[src/sv/rfc_pkg.sv]
// ----------------------------------------------------------------------------
// rfc_pkg
// Shared types, constants and the CRC byte update for the reply frame checker.
// ----------------------------------------------------------------------------
package rfc_pkg;

  localparam logic [15:0] CRC_INIT      = 16'hFFFF;
  localparam logic [15:0] CRC_POLY      = 16'h1021;
  localparam logic [7:0]  STATUS_OK     = 8'h01;
  localparam logic [3:0]  PAYLOAD_START = 4'd6;
  localparam logic [3:0]  COUNT_SAT     = 4'd9;
  localparam logic [3:0]  PAYLOAD_IDX   = PAYLOAD_START + 4'd3;
  localparam logic [3:0]  CRC_START     = 4'd2;

  localparam int QDEPTH  = 4;
  localparam int QPTR_W  = $clog2(QDEPTH);
  localparam int QCNT_W  = $clog2(QDEPTH + 1);

  localparam logic KIND_PAYLOAD = 1'b0;
  localparam logic KIND_VERDICT = 1'b1;

  typedef enum logic [1:0] {
    VERDICT_SUCCESS = 2'd0,
    VERDICT_FAIL    = 2'd1,
    VERDICT_TIMEOUT = 2'd2
  } verdict_t;

  typedef struct packed {
    logic       has_pay;
    logic [7:0] pay_byte;
    logic       has_verd;
    verdict_t   verd;
  } job_t;

  typedef struct packed {
    logic valid;
    job_t job;
  } q_push_t;

  typedef struct packed {
    logic valid;
    job_t job;
  } q_head_t;

  function automatic logic [15:0] crc16_byte(input logic [15:0] crc, input logic [7:0] b);
    logic [15:0] c;
    c = crc ^ {b, 8'h00};
    for (int k = 0; k < 8; k++) begin
      if (c[15]) begin
        c = {c[14:0], 1'b0} ^ CRC_POLY;
      end else begin
        c = {c[14:0], 1'b0};
      end
    end
    return c;
  endfunction

endpackage

[src/sv/rfc_in_if.sv]
// ----------------------------------------------------------------------------
// rfc_in_if
// Input channel: one received reply byte per item with its end-of-frame flag.
// ----------------------------------------------------------------------------
interface rfc_in_if;
  logic       valid;
  logic       ready;
  logic [7:0] rx_byte;
  logic       last_byte;

  modport source (output valid, output rx_byte, output last_byte, input ready);
  modport sink (input valid, input rx_byte, input last_byte, output ready);
endinterface

[src/sv/rfc_out_if.sv]
// ----------------------------------------------------------------------------
// rfc_out_if
// Result channel: payload bytes and frame verdicts.
// ----------------------------------------------------------------------------
interface rfc_out_if;
  logic       valid;
  logic       ready;
  logic       kind;
  logic [7:0] payload_byte;
  logic [1:0] verdict;
  logic       end_of_run;

  modport source (output valid, output kind, output payload_byte, output verdict,
                  output end_of_run, input ready);
  modport sink (input valid, input kind, input payload_byte, input verdict,
                input end_of_run, output ready);
endinterface

[src/sv/rfc_front.sv]
// ----------------------------------------------------------------------------
// rfc_front
// Accepts bytes, runs the CRC and trailer delay line, and queues result jobs.
// ----------------------------------------------------------------------------
module rfc_front
  import rfc_pkg::*;
(
  input  logic      clk,
  input  logic      rst_n,
  rfc_in_if.sink    in_ch,
  input  logic      q_full,
  output q_push_t   push
);

  logic [15:0] crc_r, crc_nxt;
  logic [7:0]  dly_r [3];
  logic [7:0]  dly_nxt [3];
  logic [3:0]  cnt_r, cnt_nxt;
  logic        fwz_r, fwz_nxt;

  logic        accept;
  logic        fwz_cur;
  logic [15:0] crc_upd;
  logic        has_pay;
  verdict_t    verd;

  assign in_ch.ready = !q_full;
  assign accept = in_ch.valid && !q_full;

  always_comb begin
    fwz_cur = (cnt_r == 4'd0) ? (in_ch.rx_byte == 8'h00) : fwz_r;
    crc_upd = (cnt_r >= CRC_START) ? crc16_byte(crc_r, dly_r[1]) : crc_r;
    has_pay = (cnt_r >= PAYLOAD_IDX);

    priority if (fwz_cur) begin
      verd = VERDICT_TIMEOUT;
    end else if (cnt_r < CRC_START) begin
      verd = VERDICT_FAIL;
    end else if (crc_upd[15:8] == dly_r[0] && crc_upd[7:0] == in_ch.rx_byte &&
                 dly_r[1] == STATUS_OK) begin
      verd = VERDICT_SUCCESS;
    end else begin
      verd = VERDICT_FAIL;
    end

    push.valid        = accept && (has_pay || in_ch.last_byte);
    push.job.has_pay  = has_pay;
    push.job.pay_byte = dly_r[2];
    push.job.has_verd = in_ch.last_byte;
    push.job.verd     = verd;

    crc_nxt    = crc_r;
    dly_nxt[0] = dly_r[0];
    dly_nxt[1] = dly_r[1];
    dly_nxt[2] = dly_r[2];
    cnt_nxt    = cnt_r;
    fwz_nxt    = fwz_r;
    if (accept) begin
      if (in_ch.last_byte) begin
        crc_nxt    = CRC_INIT;
        dly_nxt[0] = 8'h00;
        dly_nxt[1] = 8'h00;
        dly_nxt[2] = 8'h00;
        cnt_nxt    = 4'd0;
        fwz_nxt    = 1'b0;
      end else begin
        crc_nxt    = crc_upd;
        dly_nxt[0] = in_ch.rx_byte;
        dly_nxt[1] = dly_r[0];
        dly_nxt[2] = dly_r[1];
        cnt_nxt    = (cnt_r < COUNT_SAT) ? cnt_r + 4'd1 : cnt_r;
        fwz_nxt    = fwz_cur;
      end
    end
  end

  always_ff @(posedge clk) begin
    if (!rst_n) begin
      crc_r    <= CRC_INIT;
      dly_r[0] <= 8'h00;
      dly_r[1] <= 8'h00;
      dly_r[2] <= 8'h00;
      cnt_r    <= 4'd0;
      fwz_r    <= 1'b0;
    end else begin
      crc_r    <= crc_nxt;
      dly_r[0] <= dly_nxt[0];
      dly_r[1] <= dly_nxt[1];
      dly_r[2] <= dly_nxt[2];
      cnt_r    <= cnt_nxt;
      fwz_r    <= fwz_nxt;
    end
  end

endmodule

[src/sv/rfc_queue.sv]
// ----------------------------------------------------------------------------
// rfc_queue
// Small job queue between the front and back parts.
// ----------------------------------------------------------------------------
module rfc_queue
  import rfc_pkg::*;
(
  input  logic    clk,
  input  logic    rst_n,
  input  q_push_t push,
  output logic    full,
  output q_head_t head,
  input  logic    pop
);

  job_t              mem_r [QDEPTH];
  logic [QPTR_W-1:0] wr_ptr_r, wr_ptr_nxt;
  logic [QPTR_W-1:0] rd_ptr_r, rd_ptr_nxt;
  logic [QCNT_W-1:0] cnt_r, cnt_nxt;
  logic              do_push;
  logic              do_pop;

  assign full       = (cnt_r == QCNT_W'(QDEPTH));
  assign head.valid = (cnt_r != '0);
  assign head.job   = mem_r[rd_ptr_r];

  always_comb begin
    do_push    = push.valid && !full;
    do_pop     = pop && head.valid;
    wr_ptr_nxt = do_push ? wr_ptr_r + QPTR_W'(1) : wr_ptr_r;
    rd_ptr_nxt = do_pop ? rd_ptr_r + QPTR_W'(1) : rd_ptr_r;
    cnt_nxt    = cnt_r + QCNT_W'(do_push) - QCNT_W'(do_pop);
  end

  always_ff @(posedge clk) begin
    if (do_push) begin
      mem_r[wr_ptr_r] <= push.job;
    end
  end

  always_ff @(posedge clk) begin
    if (!rst_n) begin
      wr_ptr_r <= '0;
      rd_ptr_r <= '0;
      cnt_r    <= '0;
    end else begin
      wr_ptr_r <= wr_ptr_nxt;
      rd_ptr_r <= rd_ptr_nxt;
      cnt_r    <= cnt_nxt;
    end
  end

endmodule

[src/sv/rfc_back.sv]
// ----------------------------------------------------------------------------
// rfc_back
// Expands queued jobs into payload and verdict results behind an output register.
// ----------------------------------------------------------------------------
module rfc_back
  import rfc_pkg::*;
(
  input  logic      clk,
  input  logic      rst_n,
  input  q_head_t   head,
  output logic      pop,
  rfc_out_if.source out_ch
);

  logic       valid_r, valid_nxt;
  logic       phase_r, phase_nxt;
  logic       kind_r, kind_nxt;
  logic [7:0] pay_r, pay_nxt;
  verdict_t   verd_r, verd_nxt;
  logic       eor_r, eor_nxt;
  logic       load;

  always_comb begin
    load      = !valid_r || out_ch.ready;
    pop       = 1'b0;
    valid_nxt = valid_r;
    phase_nxt = phase_r;
    kind_nxt  = kind_r;
    pay_nxt   = pay_r;
    verd_nxt  = verd_r;
    eor_nxt   = eor_r;
    if (load) begin
      valid_nxt = head.valid;
      if (head.valid) begin
        if (head.job.has_pay && !phase_r) begin
          kind_nxt = KIND_PAYLOAD;
          pay_nxt  = head.job.pay_byte;
          verd_nxt = VERDICT_SUCCESS;
          eor_nxt  = !head.job.has_verd;
          if (head.job.has_verd) begin
            phase_nxt = 1'b1;
          end else begin
            pop = 1'b1;
          end
        end else begin
          kind_nxt  = KIND_VERDICT;
          pay_nxt   = 8'h00;
          verd_nxt  = head.job.verd;
          eor_nxt   = 1'b1;
          pop       = 1'b1;
          phase_nxt = 1'b0;
        end
      end
    end
  end

  always_ff @(posedge clk) begin
    if (!rst_n) begin
      valid_r <= 1'b0;
      phase_r <= 1'b0;
    end else begin
      valid_r <= valid_nxt;
      phase_r <= phase_nxt;
    end
  end

  always_ff @(posedge clk) begin
    kind_r <= kind_nxt;
    pay_r  <= pay_nxt;
    verd_r <= verd_nxt;
    eor_r  <= eor_nxt;
  end

  assign out_ch.valid        = valid_r;
  assign out_ch.kind         = kind_r;
  assign out_ch.payload_byte = pay_r;
  assign out_ch.verdict      = verd_r;
  assign out_ch.end_of_run   = eor_r;

endmodule

[src/sv/reply_frame_checker_core.sv]
// ----------------------------------------------------------------------------
// reply_frame_checker_core
// Streaming CRC-16/CCITT-FALSE checker for reply frames, one byte per item.
// ----------------------------------------------------------------------------
// The block takes one byte per cycle while its four-entry job queue has room.
// Payload bytes come out three bytes behind the input, and the frame verdict
// (success, fail or timeout) follows the last payload byte. Results pass
// through the job queue and then an output register. The output port gives
// one result per cycle while the receiver is ready, so the final byte of
// a frame with payload yields two results, a payload byte and the verdict;
// this single result port sets the sustained rate, which is one byte per
// cycle apart from the extra result per frame.
module reply_frame_checker_core
  import rfc_pkg::*;
(
  input  logic      clk,
  input  logic      rst_n,
  rfc_in_if.sink    in_ch,
  rfc_out_if.source out_ch
);

  q_push_t push;
  q_head_t head;
  logic    q_full;
  logic    pop;

  rfc_front u_front (
    .clk    (clk),
    .rst_n  (rst_n),
    .in_ch  (in_ch),
    .q_full (q_full),
    .push   (push)
  );

  rfc_queue u_queue (
    .clk   (clk),
    .rst_n (rst_n),
    .push  (push),
    .full  (q_full),
    .head  (head),
    .pop   (pop)
  );

  rfc_back u_back (
    .clk    (clk),
    .rst_n  (rst_n),
    .head   (head),
    .pop    (pop),
    .out_ch (out_ch)
  );

endmodule
[src/flat_wrapper.sv]
// flat-port wrapper written by rule: the top's interface ports become plain ports
module reply_frame_checker_core_flat import rfc_pkg::*;
  (clk, rst_n, in_ch_valid, in_ch_rx_byte, in_ch_last_byte, in_ch_ready, out_ch_valid, out_ch_kind, out_ch_payload_byte, out_ch_verdict, out_ch_end_of_run, out_ch_ready);
  rfc_in_if in_ch_i ();
  rfc_out_if out_ch_i ();
  input  logic clk;
  input  logic rst_n;
  input wire logic [$bits(in_ch_i.valid)-1:0] in_ch_valid;
  input wire logic [$bits(in_ch_i.rx_byte)-1:0] in_ch_rx_byte;
  input wire logic [$bits(in_ch_i.last_byte)-1:0] in_ch_last_byte;
  output wire logic [$bits(in_ch_i.ready)-1:0] in_ch_ready;
  output wire logic [$bits(out_ch_i.valid)-1:0] out_ch_valid;
  output wire logic [$bits(out_ch_i.kind)-1:0] out_ch_kind;
  output wire logic [$bits(out_ch_i.payload_byte)-1:0] out_ch_payload_byte;
  output wire logic [$bits(out_ch_i.verdict)-1:0] out_ch_verdict;
  output wire logic [$bits(out_ch_i.end_of_run)-1:0] out_ch_end_of_run;
  input wire logic [$bits(out_ch_i.ready)-1:0] out_ch_ready;
  assign in_ch_i.valid = in_ch_valid;
  assign in_ch_i.rx_byte = in_ch_rx_byte;
  assign in_ch_i.last_byte = in_ch_last_byte;
  assign in_ch_ready = in_ch_i.ready;
  assign out_ch_valid = out_ch_i.valid;
  assign out_ch_kind = out_ch_i.kind;
  assign out_ch_payload_byte = out_ch_i.payload_byte;
  assign out_ch_verdict = out_ch_i.verdict;
  assign out_ch_end_of_run = out_ch_i.end_of_run;
  assign out_ch_i.ready = out_ch_ready;
  reply_frame_checker_core u_core (.clk(clk), .rst_n(rst_n), .in_ch(in_ch_i), .out_ch(out_ch_i));
endmodule
[config.mk]
export PLATFORM = sky130hd
export DESIGN_NAME = reply_frame_checker_core_flat
export DESIGN_NICKNAME = d
export VERILOG_FILES = /design/src/sv/rfc_pkg.sv /design/src/sv/rfc_in_if.sv /design/src/sv/rfc_out_if.sv /design/src/sv/rfc_front.sv /design/src/sv/rfc_queue.sv /design/src/sv/rfc_back.sv /design/src/sv/reply_frame_checker_core.sv /design/src/flat_wrapper.sv
export SDC_FILE = /design/constraint.sdc
export NUM_CORES = 1
export LEC_CHECK = 0
export BUFFER_PORTS_ARGS = -buffer_cell sky130_fd_sc_hd__buf_2
export CORE_ASPECT_RATIO = 1.25
export CORE_MARGIN = 2
export CORE_UTILIZATION = 30
export DETAILED_ROUTE_END_ITERATION = 7
export PLACE_DENSITY = 0.43
export SLEW_MARGIN = 0
export SYNTH_ARGS = -nofsm -noshare
export SYNTH_HDL_FRONTEND = slang
export SYNTH_SLANG_ARGS = --single-unit
[constraint.sdc]
create_clock -name clk -period 3.2 [get_ports clk]
set_input_delay 0.48 -clock clk [delete_from_list [all_inputs] [get_ports clk]]
set_output_delay 0.48 -clock clk [all_outputs]
set_load 0.1 [all_outputs]
==> impl_metrics.toml <==
[synth]
synth_top_family_by_area = "simple AND/OR/NAND/NOR gates"
synth_warnings = 0
yosys.area_share.simple_pct = 14.1
synth_edf_count = 60
synth_ff_type = "edfxtp_1"
synth_mux_area_share_pct = 6.10
yosys.area_share.adder_pct = 3.00
netlist_instances = 425
synth-compound-area-share_pct = 8.91
yosysSeqAreaShare_pct = 55.6
synth-seq-cells = 116
synth.avg_cell_area_um2 = 12.4
syn-num-nets = 450
synthDistinctLibCells = 47
synthTopCellsByArea = "edfxtp_1 34%, dfxtp_1 21%, mux4_2 5.1%, and3_1 3.8%, xnor2_1 3.5%"
yosysTopAreaCell = "edfxtp_1"
yosys.area.top_type_share_pct = 34.3
synth.most_common_cell = "edfxtp_1"
synth_commonest_cells = "60 x edfxtp_1, 56 x dfxtp_1, 34 x a21oi_1"
async_flop_share_pct = 0
syn-cell-area_um2 = 5250
yosys.area_share.xor_xnor_pct = 9.70

[grt]
grt_pass1_wl_um = 18600
antenna_found_initial = 0
grt_max_degree = 39
grtUsageTotal_pct = 13.3
grt_pass1_vias = 3314
grt-ovfl-total = 0

[place]
post-dp-hpwl_um = 7940
io_buffers = 26
place.gp.congestion = 0.798

[die]
core_area_um2 = 17300
die_w_um = 122
num_rows = 54
initial_core_util_pct = 30.4
io_pins = 27
dieArea_um2 = 18600
die-height_um = 152

[routing]
via_per_inst = 4.61
drc = 0
drt-wirelength-per-cell_um = 16.3
dr.first_iter.drc_count = 114
ant_nets = 0
via_count = 3229
wl_um = 11400
first_pass_iters = 4

[power_and_ir_drop]
power.total_w = 0.00498
p_comb_share_pct = 28.6
swShare_pct = 35.7
clkPwrFrac_pct = 34.4
p_int_w = 0.00320
power_density_nw_per_um2 = 801
switchingPower_w = 0.00178
peakVddDrop_v = 0.000292
seqPwrFrac_pct = 37.0
leakage_nw = 2.39

[critical_path]
cp.required_ns = 3.29
cp_max_fo = 14
path_cells = "inv_1 -> ha_1 -> or4_1 -> nor3_1 -> a31oi_1 -> nor4_1 -> a41oi_1"
end_kind = "flop"
arrival_ns = 2.82
cpPeakStageDelay_ns = 0.67
crit_type = "reg -> reg"
worst_path_max_delay_cell = "or4_1"
crit_path_start_kind = "flop"

[status]
outcome = "finished, final reports clean"

[sta]
slew_headroom_pct = 27.7
hold_violations = 0
period_share_pct = 85.4
setup-violations-final = 0
worstMarginPinSlew_ns = 1.09
slew_violations = 0
fin_crit_ns = 2.73
rsz0062_at_grt = "false"
finalClockSkew_ns = 0.00919
clock.fmax_ghz = 0.366
finalSetupTns_ns = 0

[run]
maxCapViolCount = 0

[clock_tree]
insertion_delay_ns = 0.41
clockRootBuffer = "clkbuf_16"
hold_buffers = 0
cts_max_path_buffers = 2
clock_sinks = 116
post_cts_buffers = 0
cts_tree = "done"
numCtsBuffers = 17
ctsResizeCount = 0
path_clk_slew_ns = 0.06
htree_num_levels = 4

[finish]
area_growth_pct = 18.4
drive_gt1_share_pct = 18.9
fin_nets = 489
diodes = 0

[worst_hold_path]
hp-class = "in -> reg"
[power by group through the flow]
stage / Combinational [W] / Sequential, W / Clock [W]
2_1_floorplan: 0.000603 / 0.00244 / 0
3_3_place_gp: 0.00144 / 0.00187 / 0
3_5_place_dp: 0.00145 / 0.00188 / 0
4_1_cts: 0.00145 / 0.00185 / 0.00176
5_1_grt: 0.00153 / 0.00186 / 0.00184
6_report: 0.00142 / 0.00184 / 0.00172
[cell usage in the layout, fill, tap and decap left out, drive strengths merged, types with 2 or more instances in the layout]
cell type / instances
and2: 18
xnor3: 2
ha: 11
inv: 13
a41oi: 2
or4: 2
nand2: 24
buf: 40
nor3: 3
o211ai: 15
mux2i: 5
xor2: 14
nand2b: 2
o21ai: 4
a21boi: 3
dfxtp: 56
a31oi: 3
a21oi: 34
mux4: 12
nor4: 5
clkbuf: 17
xor3: 2
nor2b: 28
edfxtp: 60
a211oi: 5
xnor2: 27
and3: 32
nor2: 12
clkinv: 6
clkinvlp: 7
[state kept, by name (all words and copies together) (netlist names), named ones only]
name                               cells
u_core.u_back.out_ch.payload_byte      8
u_core.u_front.fwz_r                   1
u_core.u_front.cnt_r                   4
u_core.u_back.out_ch.valid             1
u_core.u_queue.rd_ptr_r                2
u_core.u_queue.cnt_r                   3
u_core.u_back.phase_r                  1
u_core.u_queue.wr_ptr_r                2
u_core.u_front.crc_r                  16
u_core.u_queue.mem_r                  48
u_core.u_back.out_ch.end_of_run        1
u_core.u_back.out_ch.verdict           2
u_core.u_back.out_ch.kind              1
u_core.u_front.dly_r                  24
[worst paths after layout]
check                                  start                         end  slack (ns)  cells past startpoint
hold reg to reg   u_core.u_back.out_ch.valid  u_core.u_back.out_ch.valid        0.48                      2
setup reg to reg     u_core.u_front.cnt_r[0]  u_core.u_queue.mem_r[0][0]        0.47                      7
hold / removal                  out_ch_ready  u_core.u_back.out_ch.valid        0.35                      4
setup / recovery     u_core.u_front.cnt_r[0]  u_core.u_queue.mem_r[0][0]        0.47                      7
[routing by layer]
metal	part of all wire [%]	vias to the layer above	routed length (um)	GRT usage, %
met2	53	43	6000	22.6
met4	1.2	0	142	5.42
met5	0	-	0	0
met3	2.6	13	294	3.23
li1	-	1622	-	-
met1	44	1551	4970	16.0
[logic make-up (layout without fill, tap and decap cells)]
| group | count (synthesis) | count (layout) |
|---|---|---|
| mux | 17 | 17 |
| buf+inv | 32 | 84 |
| xor+xnor | 45 | 45 |
| compound gates | 73 | 73 |
| fa+ha+maj | 12 | 12 |
| simple gates | 130 | 130 |
| flops | 116 | 116 |
[worst max-delay path, delay by kind of cell, from the launching register on]
family,cells,cell delay [ns]
simple gates,3,1.31
flops,1,0.42
compound gates,2,0.33
fa+ha+maj,1,0.23
buf+inv,1,0.11
[stage by stage]
stage / hold slack, ns / worst slack (ns) / std cells / util, % / area (um2)
3_3_place_gp: 0.465 / 0.529 / 669 / 32.8 / 5680
4_1_cts: 0.331 / 0.465 / 701 / 36.0 / 6220
6_report: 0.350 / 0.467 / 701 / 36.0 / 6220
3_5_place_dp: 0.482 / 0.478 / 669 / 32.8 / 5680
2_1_floorplan: 0.460 / 0.0816 / 425 / - / 5250
5_1_grt: 0.416 / 0.218 / 701 / 36.0 / 6220
[final cells by class]
cell class              instances  area (um2)
multi-input cells             277        2190
flip-flops and latches        116        2920
repair buffers                 40         235
clock inverters                15         116
well taps                     224         280
inverters                      12        45.0
clock buffers                  17         425
fillers                      1759       11100
Power figures use the tool's default switching activity.
